<file path="src/rtl/core/wasm_instruction_encoder_core_defines.svh">
// Assertion macros shared by the encoder core modules.
`ifndef WASM_INSTRUCTION_ENCODER_CORE_DEFINES_SVH
`define WASM_INSTRUCTION_ENCODER_CORE_DEFINES_SVH

// Clocked check, muted while reset is held.
`define WIC_ASSERT(lbl, prop, msg) \
  lbl: assert property (@(posedge clk_i) disable iff (!rst_ni) prop) else $error(msg);

// Clocked check that also holds across reset.
`define WIC_ASSERT_ANY(lbl, prop, msg) \
  lbl: assert property (@(posedge clk_i) prop) else $error(msg);

`endif

</file>
<file path="src/rtl/core/wic_pkg.sv">
// Types, constants and tables of the instruction encoder core.
`timescale 1ns / 1ps

package wic_pkg;

  // instruction kinds on mode_i
  localparam logic [3:0] MODE_CONST      = 4'd0;
  localparam logic [3:0] MODE_LOAD       = 4'd1;
  localparam logic [3:0] MODE_STORE      = 4'd2;
  localparam logic [3:0] MODE_GLOBAL_GET = 4'd3;
  localparam logic [3:0] MODE_GLOBAL_SET = 4'd4;
  localparam logic [3:0] MODE_LOCAL_GET  = 4'd5;
  localparam logic [3:0] MODE_LOCAL_SET  = 4'd6;
  localparam logic [3:0] MODE_LOCAL_TEE  = 4'd7;
  localparam logic [3:0] MODE_CALL       = 4'd8;
  localparam logic [3:0] MODE_CALL_IND   = 4'd9;

  localparam logic [7:0] ALIGN_BYTE  = 8'h02;
  localparam logic [7:0] TABLE_BYTE  = 8'h00;
  localparam logic [2:0] LEB_MAX_LEN = 3'd5;

  typedef logic [1:0] pc_t;
  localparam pc_t PC_OPC   = 2'd0;
  localparam pc_t PC_ALIGN = 2'd1;
  localparam pc_t PC_LEB   = 2'd2;
  localparam pc_t PC_TAIL  = 2'd3;

  typedef enum logic [1:0] {
    SRC_OPC,
    SRC_ALIGN,
    SRC_LEB,
    SRC_ZERO
  } src_e;

  typedef enum logic [1:0] {
    COND_NONE,
    COND_NOT_MEM,
    COND_LEB_MORE
  } cond_e;

  typedef enum logic [1:0] {
    FIN_NEVER,
    FIN_ALWAYS,
    FIN_UNLESS_CI
  } fin_e;

  // one control word: byte source, jump condition and target, end rule
  typedef struct packed {
    src_e  src;
    cond_e cond;
    pc_t   target;
    fin_e  fin;
  } ucode_t;

  // sequencer to datapath
  typedef struct packed {
    logic load;
    logic emit;
    src_e src;
    logic last;
  } ctrl_t;

  // datapath to sequencer
  typedef struct packed {
    logic out_free;
    logic leb_more;
  } stat_t;

  function automatic logic mode_valid(logic [3:0] mode);
    return mode <= MODE_CALL_IND;
  endfunction

  function automatic logic [7:0] opcode_of(logic [3:0] mode);
    logic [7:0] opc;
    case (mode)
      MODE_CONST:      opc = 8'h41;
      MODE_LOAD:       opc = 8'h28;
      MODE_STORE:      opc = 8'h36;
      MODE_GLOBAL_GET: opc = 8'h23;
      MODE_GLOBAL_SET: opc = 8'h24;
      MODE_LOCAL_GET:  opc = 8'h20;
      MODE_LOCAL_SET:  opc = 8'h21;
      MODE_LOCAL_TEE:  opc = 8'h22;
      MODE_CALL:       opc = 8'h10;
      MODE_CALL_IND:   opc = 8'h11;
      default:         opc = 8'h00;
    endcase
    return opc;
  endfunction

  // signed LEB length from the magnitude; the most negative value gives 2^31
  function automatic logic [2:0] leb_len(logic [31:0] v);
    logic [31:0] mag;
    logic [2:0]  len;
    mag = v[31] ? (~v + 32'd1) : v;
    if (mag[31:6] == '0) begin
      len = 3'd1;
    end else if (mag[31:12] == '0) begin
      len = 3'd2;
    end else if (mag[31:18] == '0) begin
      len = 3'd3;
    end else if (mag[31:24] == '0) begin
      len = 3'd4;
    end else begin
      len = LEB_MAX_LEN;
    end
    return len;
  endfunction

endpackage

</file>
<file path="src/rtl/core/wic_ucode_rom.sv">
// Control store of the encoder sequencer.
`timescale 1ns / 1ps

module wic_ucode_rom (
  input  wic_pkg::pc_t   pc_i,
  output wic_pkg::ucode_t ucode_o
);

  always_comb begin
    case (pc_i)
      // opcode; skip the alignment step unless load or store
      wic_pkg::PC_OPC: begin
        ucode_o = '{src: wic_pkg::SRC_OPC, cond: wic_pkg::COND_NOT_MEM,
                    target: wic_pkg::PC_LEB, fin: wic_pkg::FIN_NEVER};
      end
      wic_pkg::PC_ALIGN: begin
        ucode_o = '{src: wic_pkg::SRC_ALIGN, cond: wic_pkg::COND_NONE,
                    target: wic_pkg::PC_OPC, fin: wic_pkg::FIN_NEVER};
      end
      // loop on itself while LEB bytes remain
      wic_pkg::PC_LEB: begin
        ucode_o = '{src: wic_pkg::SRC_LEB, cond: wic_pkg::COND_LEB_MORE,
                    target: wic_pkg::PC_LEB, fin: wic_pkg::FIN_UNLESS_CI};
      end
      default: begin
        ucode_o = '{src: wic_pkg::SRC_ZERO, cond: wic_pkg::COND_NONE,
                    target: wic_pkg::PC_OPC, fin: wic_pkg::FIN_ALWAYS};
      end
    endcase
  end

endmodule

</file>
<file path="src/rtl/core/wic_seq.sv">
// Step counter and branch logic of the encoder sequencer.
`timescale 1ns / 1ps
`include "wasm_instruction_encoder_core_defines.svh"

module wic_seq (
  input  logic           clk_i,
  input  logic           rst_ni,
  input  logic           in_valid_i,
  output logic           in_ready_o,
  input  logic [3:0]     mode_i,
  input  wic_pkg::stat_t stat_i,
  output wic_pkg::ctrl_t ctrl_o
);

  logic            busy_q, busy_d;
  wic_pkg::pc_t    pc_q, pc_d;
  logic            is_mem_q, is_mem_d;
  logic            is_ci_q, is_ci_d;
  wic_pkg::ucode_t uw;
  logic            cond_hit, fin_hit, emit, load;

  wic_ucode_rom u_rom (
    .pc_i    (pc_q),
    .ucode_o (uw)
  );

  assign in_ready_o = !busy_q;
  assign load       = in_valid_i && !busy_q && wic_pkg::mode_valid(mode_i);
  assign emit       = busy_q && stat_i.out_free;

  always_comb begin
    case (uw.cond)
      wic_pkg::COND_NOT_MEM:  cond_hit = !is_mem_q;
      wic_pkg::COND_LEB_MORE: cond_hit = stat_i.leb_more;
      default:                cond_hit = 1'b0;
    endcase
  end

  always_comb begin
    case (uw.fin)
      wic_pkg::FIN_ALWAYS:    fin_hit = 1'b1;
      wic_pkg::FIN_UNLESS_CI: fin_hit = !is_ci_q;
      default:                fin_hit = 1'b0;
    endcase
  end

  always_comb begin
    busy_d   = busy_q;
    pc_d     = pc_q;
    is_mem_d = is_mem_q;
    is_ci_d  = is_ci_q;
    if (load) begin
      busy_d   = 1'b1;
      pc_d     = wic_pkg::PC_OPC;
      is_mem_d = mode_i inside {wic_pkg::MODE_LOAD, wic_pkg::MODE_STORE};
      is_ci_d  = (mode_i == wic_pkg::MODE_CALL_IND);
    end else if (emit) begin
      if (cond_hit) begin
        pc_d = uw.target;
      end else if (fin_hit) begin
        busy_d = 1'b0;
      end else begin
        pc_d = wic_pkg::pc_t'(pc_q + 2'd1);
      end
    end
  end

  assign ctrl_o = '{load: load, emit: emit, src: uw.src, last: !cond_hit && fin_hit};

  always_ff @(posedge clk_i or negedge rst_ni) begin
    if (!rst_ni) begin
      busy_q   <= 1'b0;
      pc_q     <= wic_pkg::PC_OPC;
      is_mem_q <= 1'b0;
      is_ci_q  <= 1'b0;
    end else begin
      busy_q   <= busy_d;
      pc_q     <= pc_d;
      is_mem_q <= is_mem_d;
      is_ci_q  <= is_ci_d;
    end
  end

  `WIC_ASSERT(a_load_starts_at_opc, load |=> busy_q && pc_q == wic_pkg::PC_OPC, "item did not start at opcode step")
  `WIC_ASSERT(a_align_only_mem, busy_q && pc_q == wic_pkg::PC_ALIGN |-> is_mem_q, "alignment step outside load or store")
  `WIC_ASSERT(a_tail_only_ci, busy_q && pc_q == wic_pkg::PC_TAIL |-> is_ci_q, "table step outside call_indirect")
  `WIC_ASSERT_ANY(a_idle_after_reset, !rst_ni |=> !busy_q, "sequencer busy after reset")

endmodule

</file>
<file path="src/rtl/core/wic_dp.sv">
// Operand shifter, byte select and output register of the encoder.
`timescale 1ns / 1ps
`include "wasm_instruction_encoder_core_defines.svh"

module wic_dp (
  input  logic           clk_i,
  input  logic           rst_ni,
  input  logic [3:0]     mode_i,
  input  logic [31:0]    operand_i,
  input  wic_pkg::ctrl_t ctrl_i,
  output wic_pkg::stat_t stat_o,
  output logic           out_valid_o,
  input  logic           out_ready_i,
  output logic [7:0]     out_byte_o,
  output logic           last_o
);

  logic [31:0] sh_q, sh_d;
  logic [2:0]  cnt_q, cnt_d;
  logic [7:0]  opc_q;
  logic        out_valid_q;
  logic [7:0]  byte_q;
  logic        last_q;
  logic        leb_more;
  logic [7:0]  byte_d;

  assign leb_more = (cnt_q > 3'd1);
  assign stat_o   = '{out_free: !out_valid_q || out_ready_i, leb_more: leb_more};

  always_comb begin
    case (ctrl_i.src)
      wic_pkg::SRC_OPC:   byte_d = opc_q;
      wic_pkg::SRC_ALIGN: byte_d = wic_pkg::ALIGN_BYTE;
      wic_pkg::SRC_LEB:   byte_d = {leb_more, sh_q[6:0]};
      default:            byte_d = wic_pkg::TABLE_BYTE;
    endcase
  end

  always_comb begin
    sh_d  = sh_q;
    cnt_d = cnt_q;
    if (ctrl_i.load) begin
      sh_d  = operand_i;
      cnt_d = wic_pkg::leb_len(operand_i);
    end else if (ctrl_i.emit && ctrl_i.src == wic_pkg::SRC_LEB) begin
      sh_d  = {{7{sh_q[31]}}, sh_q[31:7]};
      cnt_d = cnt_q - 3'd1;
    end
  end

  // payload, no reset needed
  always_ff @(posedge clk_i) begin
    sh_q  <= sh_d;
    cnt_q <= cnt_d;
    if (ctrl_i.load) begin
      opc_q <= wic_pkg::opcode_of(mode_i);
    end
    if (ctrl_i.emit) begin
      byte_q <= byte_d;
      last_q <= ctrl_i.last;
    end
  end

  always_ff @(posedge clk_i or negedge rst_ni) begin
    if (!rst_ni) begin
      out_valid_q <= 1'b0;
    end else if (ctrl_i.emit) begin
      out_valid_q <= 1'b1;
    end else if (out_ready_i) begin
      out_valid_q <= 1'b0;
    end
  end

  assign out_valid_o = out_valid_q;
  assign out_byte_o  = byte_q;
  assign last_o      = last_q;

  `WIC_ASSERT(a_leb_cnt_range, ctrl_i.emit && ctrl_i.src == wic_pkg::SRC_LEB |-> cnt_q != 3'd0 && cnt_q <= wic_pkg::LEB_MAX_LEN, "LEB byte count out of range")
  `WIC_ASSERT(a_leb_last_at_one, ctrl_i.emit && ctrl_i.src == wic_pkg::SRC_LEB && !leb_more |=> out_byte_o[7] == 1'b0, "final LEB byte has continuation bit")

endmodule

</file>
<file path="src/rtl/core/wasm_instruction_encoder_core.sv">
// Top level of the WebAssembly instruction encoder core.
`timescale 1ns / 1ps

// Encodes one instruction request (mode_i, operand_i) into its WebAssembly
// byte stream: opcode, an alignment byte of 2 for load and store, the operand
// in signed LEB128 (1 to 5 bytes, length picked from the operand magnitude:
// below 2^6, 2^12, 2^18, 2^24, else five), and a table byte of 0 for
// call_indirect. last_o marks the final byte of each item. Mode codes above 9
// are taken and produce no bytes. A small microcoded sequencer steps through
// a four-word control store, one byte per step; the operand is held in a
// shifter that moves 7 bits per LEB byte. The sequencer takes an item of n
// bytes (2 to 7), then issues a single byte per step into the output
// register and holds while that register is still full; it takes no new
// item until the final byte is issued, and an unused mode is dropped when
// taken. The output register lets the next item be taken while the final
// byte of the previous one still waits. The block holds no state between
// items and needs no setup after reset.

module wasm_instruction_encoder_core (
  input  logic        clk_i,
  input  logic        rst_ni,
  input  logic        in_valid_i,
  output logic        in_ready_o,
  input  logic [3:0]  mode_i,
  input  logic [31:0] operand_i,
  output logic        out_valid_o,
  input  logic        out_ready_i,
  output logic [7:0]  out_byte_o,
  output logic        last_o
);

  wic_pkg::ctrl_t ctrl;
  wic_pkg::stat_t stat;

  // sequencer: step counter, branch conditions, control store
  wic_seq u_seq (
    .clk_i      (clk_i),
    .rst_ni     (rst_ni),
    .in_valid_i (in_valid_i),
    .in_ready_o (in_ready_o),
    .mode_i     (mode_i),
    .stat_i     (stat),
    .ctrl_o     (ctrl)
  );

  // datapath: opcode latch, LEB shifter, byte mux, output register
  wic_dp u_dp (
    .clk_i       (clk_i),
    .rst_ni      (rst_ni),
    .mode_i      (mode_i),
    .operand_i   (operand_i),
    .ctrl_i      (ctrl),
    .stat_o      (stat),
    .out_valid_o (out_valid_o),
    .out_ready_i (out_ready_i),
    .out_byte_o  (out_byte_o),
    .last_o      (last_o)
  );

endmodule
</file>
<file path="config.mk">
export PLATFORM = sky130hd
export DESIGN_NAME = wasm_instruction_encoder_core
export DESIGN_NICKNAME = d
export VERILOG_FILES = /design/src/rtl/core/wic_pkg.sv /design/src/rtl/core/wic_ucode_rom.sv /design/src/rtl/core/wic_seq.sv /design/src/rtl/core/wic_dp.sv /design/src/rtl/core/wasm_instruction_encoder_core.sv
export VERILOG_INCLUDE_DIRS = /design/src /design/src/rtl/core
export SDC_FILE = /design/constraint.sdc
export NUM_CORES = 1
export LEC_CHECK = 0
export BUFFER_PORTS_ARGS = -buffer_cell sky130_fd_sc_hd__buf_4
export CAP_MARGIN = 20
export CORE_UTILIZATION = 37
export DETAILED_ROUTE_END_ITERATION = 10
export PLACE_DENSITY = 0.58
export SYNTH_ARGS = -nofsm -noshare
export SYNTH_HDL_FRONTEND = slang
export SYNTH_SLANG_ARGS = --single-unit
</file>
<file path="constraint.sdc">
create_clock -name clk_i -period 3.4 [get_ports clk_i]
set_clock_uncertainty 0.05 [all_clocks]
set_input_delay 0.51 -clock clk_i [delete_from_list [all_inputs] [get_ports clk_i]]
set_output_delay 0.51 -clock clk_i [all_outputs]
set_load 0.02 [all_outputs]
</file>
==> flow_metrics.env <==
export IMPL_status="complete, no violations"
export IMPL_vias=2350
export IMPL_wl_um=7060
export IMPL_synthAdderAreaFrac=0.0473
export IMPL_cp_arrival_ns=2.82
export IMPL_ys_flop_type="edfxtp_1"
export IMPL_clkLatencyLatePin_ns=0.33
export IMPL_synth_top_area_share=0.483
export IMPL_layout_drive_gt1_share=0.318
export IMPL_clkTransAtPathRegs_ns=0.07
export IMPL_dp_hpwl_um=5070
export IMPL_synthTopCellsByArea="edfxtp_1 48%, mux2_2 8.9%, dfrtp_1 4.7%"
export IMPL_dr_pass1_iters=4
export IMPL_syn_nets=321
export IMPL_rows=33
export IMPL_wl_per_cell_um=16.2
export IMPL_post_synth_and_or_nand_nor_area_fraction=0.133
export IMPL_grt_pass1_vias=2257
export IMPL_fmax_mhz=359
export IMPL_synth_xor_area_frac=0.00552
export IMPL_hold_viol_final=0
export IMPL_track_usage=0.169
export IMPL_area_delta_synth_final_pct=24.0
export IMPL_drt_iter0_drc=109
export IMPL_synth_edff_count=51
export IMPL_die_w_um=94.6
export IMPL_switching_share=0.310
export IMPL_ys_ff_latch=57
export IMPL_place_area_um2=3670
export IMPL_synthMuxAreaShare=0.105
export IMPL_antenna_found_initial=0
export IMPL_final_setup_viol_count=0
export IMPL_cts_num_sinks=57
export IMPL_grt_max_degree=35
export IMPL_synth_top_family_by_area="compound AO/OA/AOI/OAI gates"
export IMPL_yosysMostFrequentCell="edfxtp_1"
export IMPL_maxCapViolCount=0
export IMPL_tritoncts="built"
export IMPL_end_kind="flip-flop"
export IMPL_via_per_inst=5.40
export IMPL_yosysWarnings=0
export IMPL_cts_buffers=9
export IMPL_finalNetCount=377
export IMPL_fin_util=0.476
export IMPL_synth_cells=269
export IMPL_die_area_um2=8950
export IMPL_fin_crit_sh=0.818
export IMPL_gr_total_overflow=0
export IMPL_ant_nets=0
export IMPL_die_height_um=94.6
export IMPL_power_density_nw_per_um2=736
export IMPL_peakVddDrop_v=0.000414
export IMPL_cts_setup_buffers=0
export IMPL_portBuffers=50
export IMPL_gp_congestion=0.899
export IMPL_synth_cell_types=53
export IMPL_antenna_cells=0
export IMPL_clockBufferDepth=2
export IMPL_tightest_slew_ns=0.455
export IMPL_syn_area_um2=3170
export IMPL_netlist_top_cells_count="51 x edfxtp_1, 38 x nor2_1, 25 x mux2_2"
export IMPL_ios=51
export IMPL_drc=0
export IMPL_clockPowerShare=0.273
export IMPL_htreeDepth=3
export IMPL_fill_cells=782
export IMPL_initial_core_util=0.384
export IMPL_fin_worst_hold_slack_ns=0.416
export IMPL_start_kind="primary input"
export IMPL_r2r_setup_slack_ns=1.13
export IMPL_worstSetupPathType="in2reg"
export IMPL_layout_min_cycle_time_ns=2.78
export IMPL_clockRootBuffer="clkbuf_8"
export IMPL_avgSynthCellArea_um2=11.8
export IMPL_core_um2=8260
export IMPL_finalSetupTns_ns=0
export IMPL_finalInstanceArea_um2=3930
export IMPL_cp_max_fo=7
export IMPL_power_frac_comb=0.313
export IMPL_synthArstFlopShare=0.105
export IMPL_intPower_mw=2.00
export IMPL_power_leakage_nw=1.56
export IMPL_rsz0062_at_grt="false"
export IMPL_synth_compound_area_frac=0.146
export IMPL_slew_headroom=0.697
export IMPL_min_path_type="in2reg"
export IMPL_grt_pass1_wl_um=11200
export IMPL_slew_viol_final=0
export IMPL_p_sw_uw=897
export IMPL_yosysSeqAreaShare=0.530
export IMPL_yosys_area_top_type="edfxtp_1"
export IMPL_power_frac_seq=0.414
export IMPL_worstPathRequired_ns=3.43
==> through the flow <==
| step | power [mW] | cells | worst slack, ns |
|---|---|---|---|
| global route | 3.06 | 435 | 0.542 |
| detailed placement | 2.12 | 418 | 0.253 |
| finish | 2.90 | 435 | 0.617 |
| floorplan | 1.80 | 269 | 0.252 |
| CTS | 2.92 | 435 | 0.619 |
| global placement | 2.11 | 418 | 0.302 |
==> per-layer routing <==
layer | wire length [µm] | vias up | part of all wire | GRT usage
met5 | 0 | - | 0 | 0
met4 | 164 | 0 | 0.023 | 0.0631
met3 | 372 | 13 | 0.053 | 0.0539
met2 | 3460 | 68 | 0.49 | 0.278
met1 | 3070 | 1129 | 0.43 | 0.206
li1 | - | 1140 | - | -
==> placed cells by master, fill, tap and decap left out, types with 3 or more instances in the layout <==
cell type	netlist	final
nand2_1	9	9
edfxtp_1	51	51
mux2_2	25	25
a21o_1	10	10
mux2i_1	5	5
a211oi_1	5	5
a21oi_1	7	7
o41ai_1	3	3
o21ai_0	7	7
inv_1	13	13
a22oi_1	6	6
nor2_1	38	38
bufinv_16	0	3
clkbuf_8	0	9
buf_4	0	57
nor3_1	3	3
nor4_1	7	7
ha_1	12	12
dfrtp_1	6	6
a31oi_1	4	4
and2_1	3	3
==> flip-flops by register name, indices dropped and copies added, names as in the netlist <==
signal,count
u_seq.pc_q,2
u_seq.is_ci_q,1
u_dp.sh_q,32
u_dp.last_o,1
u_dp.out_byte_o,8
u_dp.out_valid_o,1
u_seq.is_mem_q,1
u_dp.opc_q,7
u_seq.busy_q,1
u_dp.cnt_q,3
==> power groups by stage <==
stage | Combinational, mW | Sequential, mW | Clock (mW)
3_3_place_gp | 0.898 | 1.21 | 0
6_report | 0.906 | 1.20 | 0.792
2_1_floorplan | 0.533 | 1.26 | 0
3_5_place_dp | 0.903 | 1.21 | 0
5_1_grt | 1.00 | 1.22 | 0.838
4_1_cts | 0.911 | 1.20 | 0.810
==> path summary, 6_finish.rpt <==
path                           startpoint                to  cells after the start
setup reg to reg            u_seq.pc_q[0]     u_seq.pc_q[1]                      8
hold reg to reg            u_seq.is_mem_q    u_seq.is_mem_q                      1
min in group asynchronous          rst_ni     u_seq.pc_q[0]                      2
hold / removal                out_ready_i  u_dp.out_valid_o                      3
max in group asynchronous          rst_ni     u_seq.is_ci_q                      2
setup / recovery             operand_i[9]     u_dp.cnt_q[2]                      8
==> cell families (layout without fill, tap and decap cells) <==
logic type | count (synthesis) | after routing
mux | 30 | 30
buf+inv | 26 | 87
fa+ha+maj | 12 | 12
compound gates | 63 | 63
simple gates | 79 | 79
xor+xnor | 2 | 2
flops | 57 | 57
==> critical path: stages <==
cell	delay, ns
buf_4	0.13
nor4_1	0.35
nand4_1	0.20
or2_1	0.30
or4_1	0.50
o311a_1	0.13
or4_4	0.54
a2bb2oi_1	0.14
==> cell type report <==
type                    count  area (µm²)  area share
clock inverters             7         125      0.0318
well taps                 105         131      0.0334
multi-input cells         186        1390       0.352
inverters                  13        48.8      0.0124
flip-flops and latches     57        1680       0.427
clock buffers               9         124      0.0315
repair buffers             58         438       0.111
==> timing repair <==
action | CTS | global route
hold buffers | 1 | 0
endpoints found under the hold margin | 6 | 0
endpoints found under the setup margin | 0 | 0
gates resized for setup | 0 | 0
Note: power is estimated with default switching activity, not from simulation.
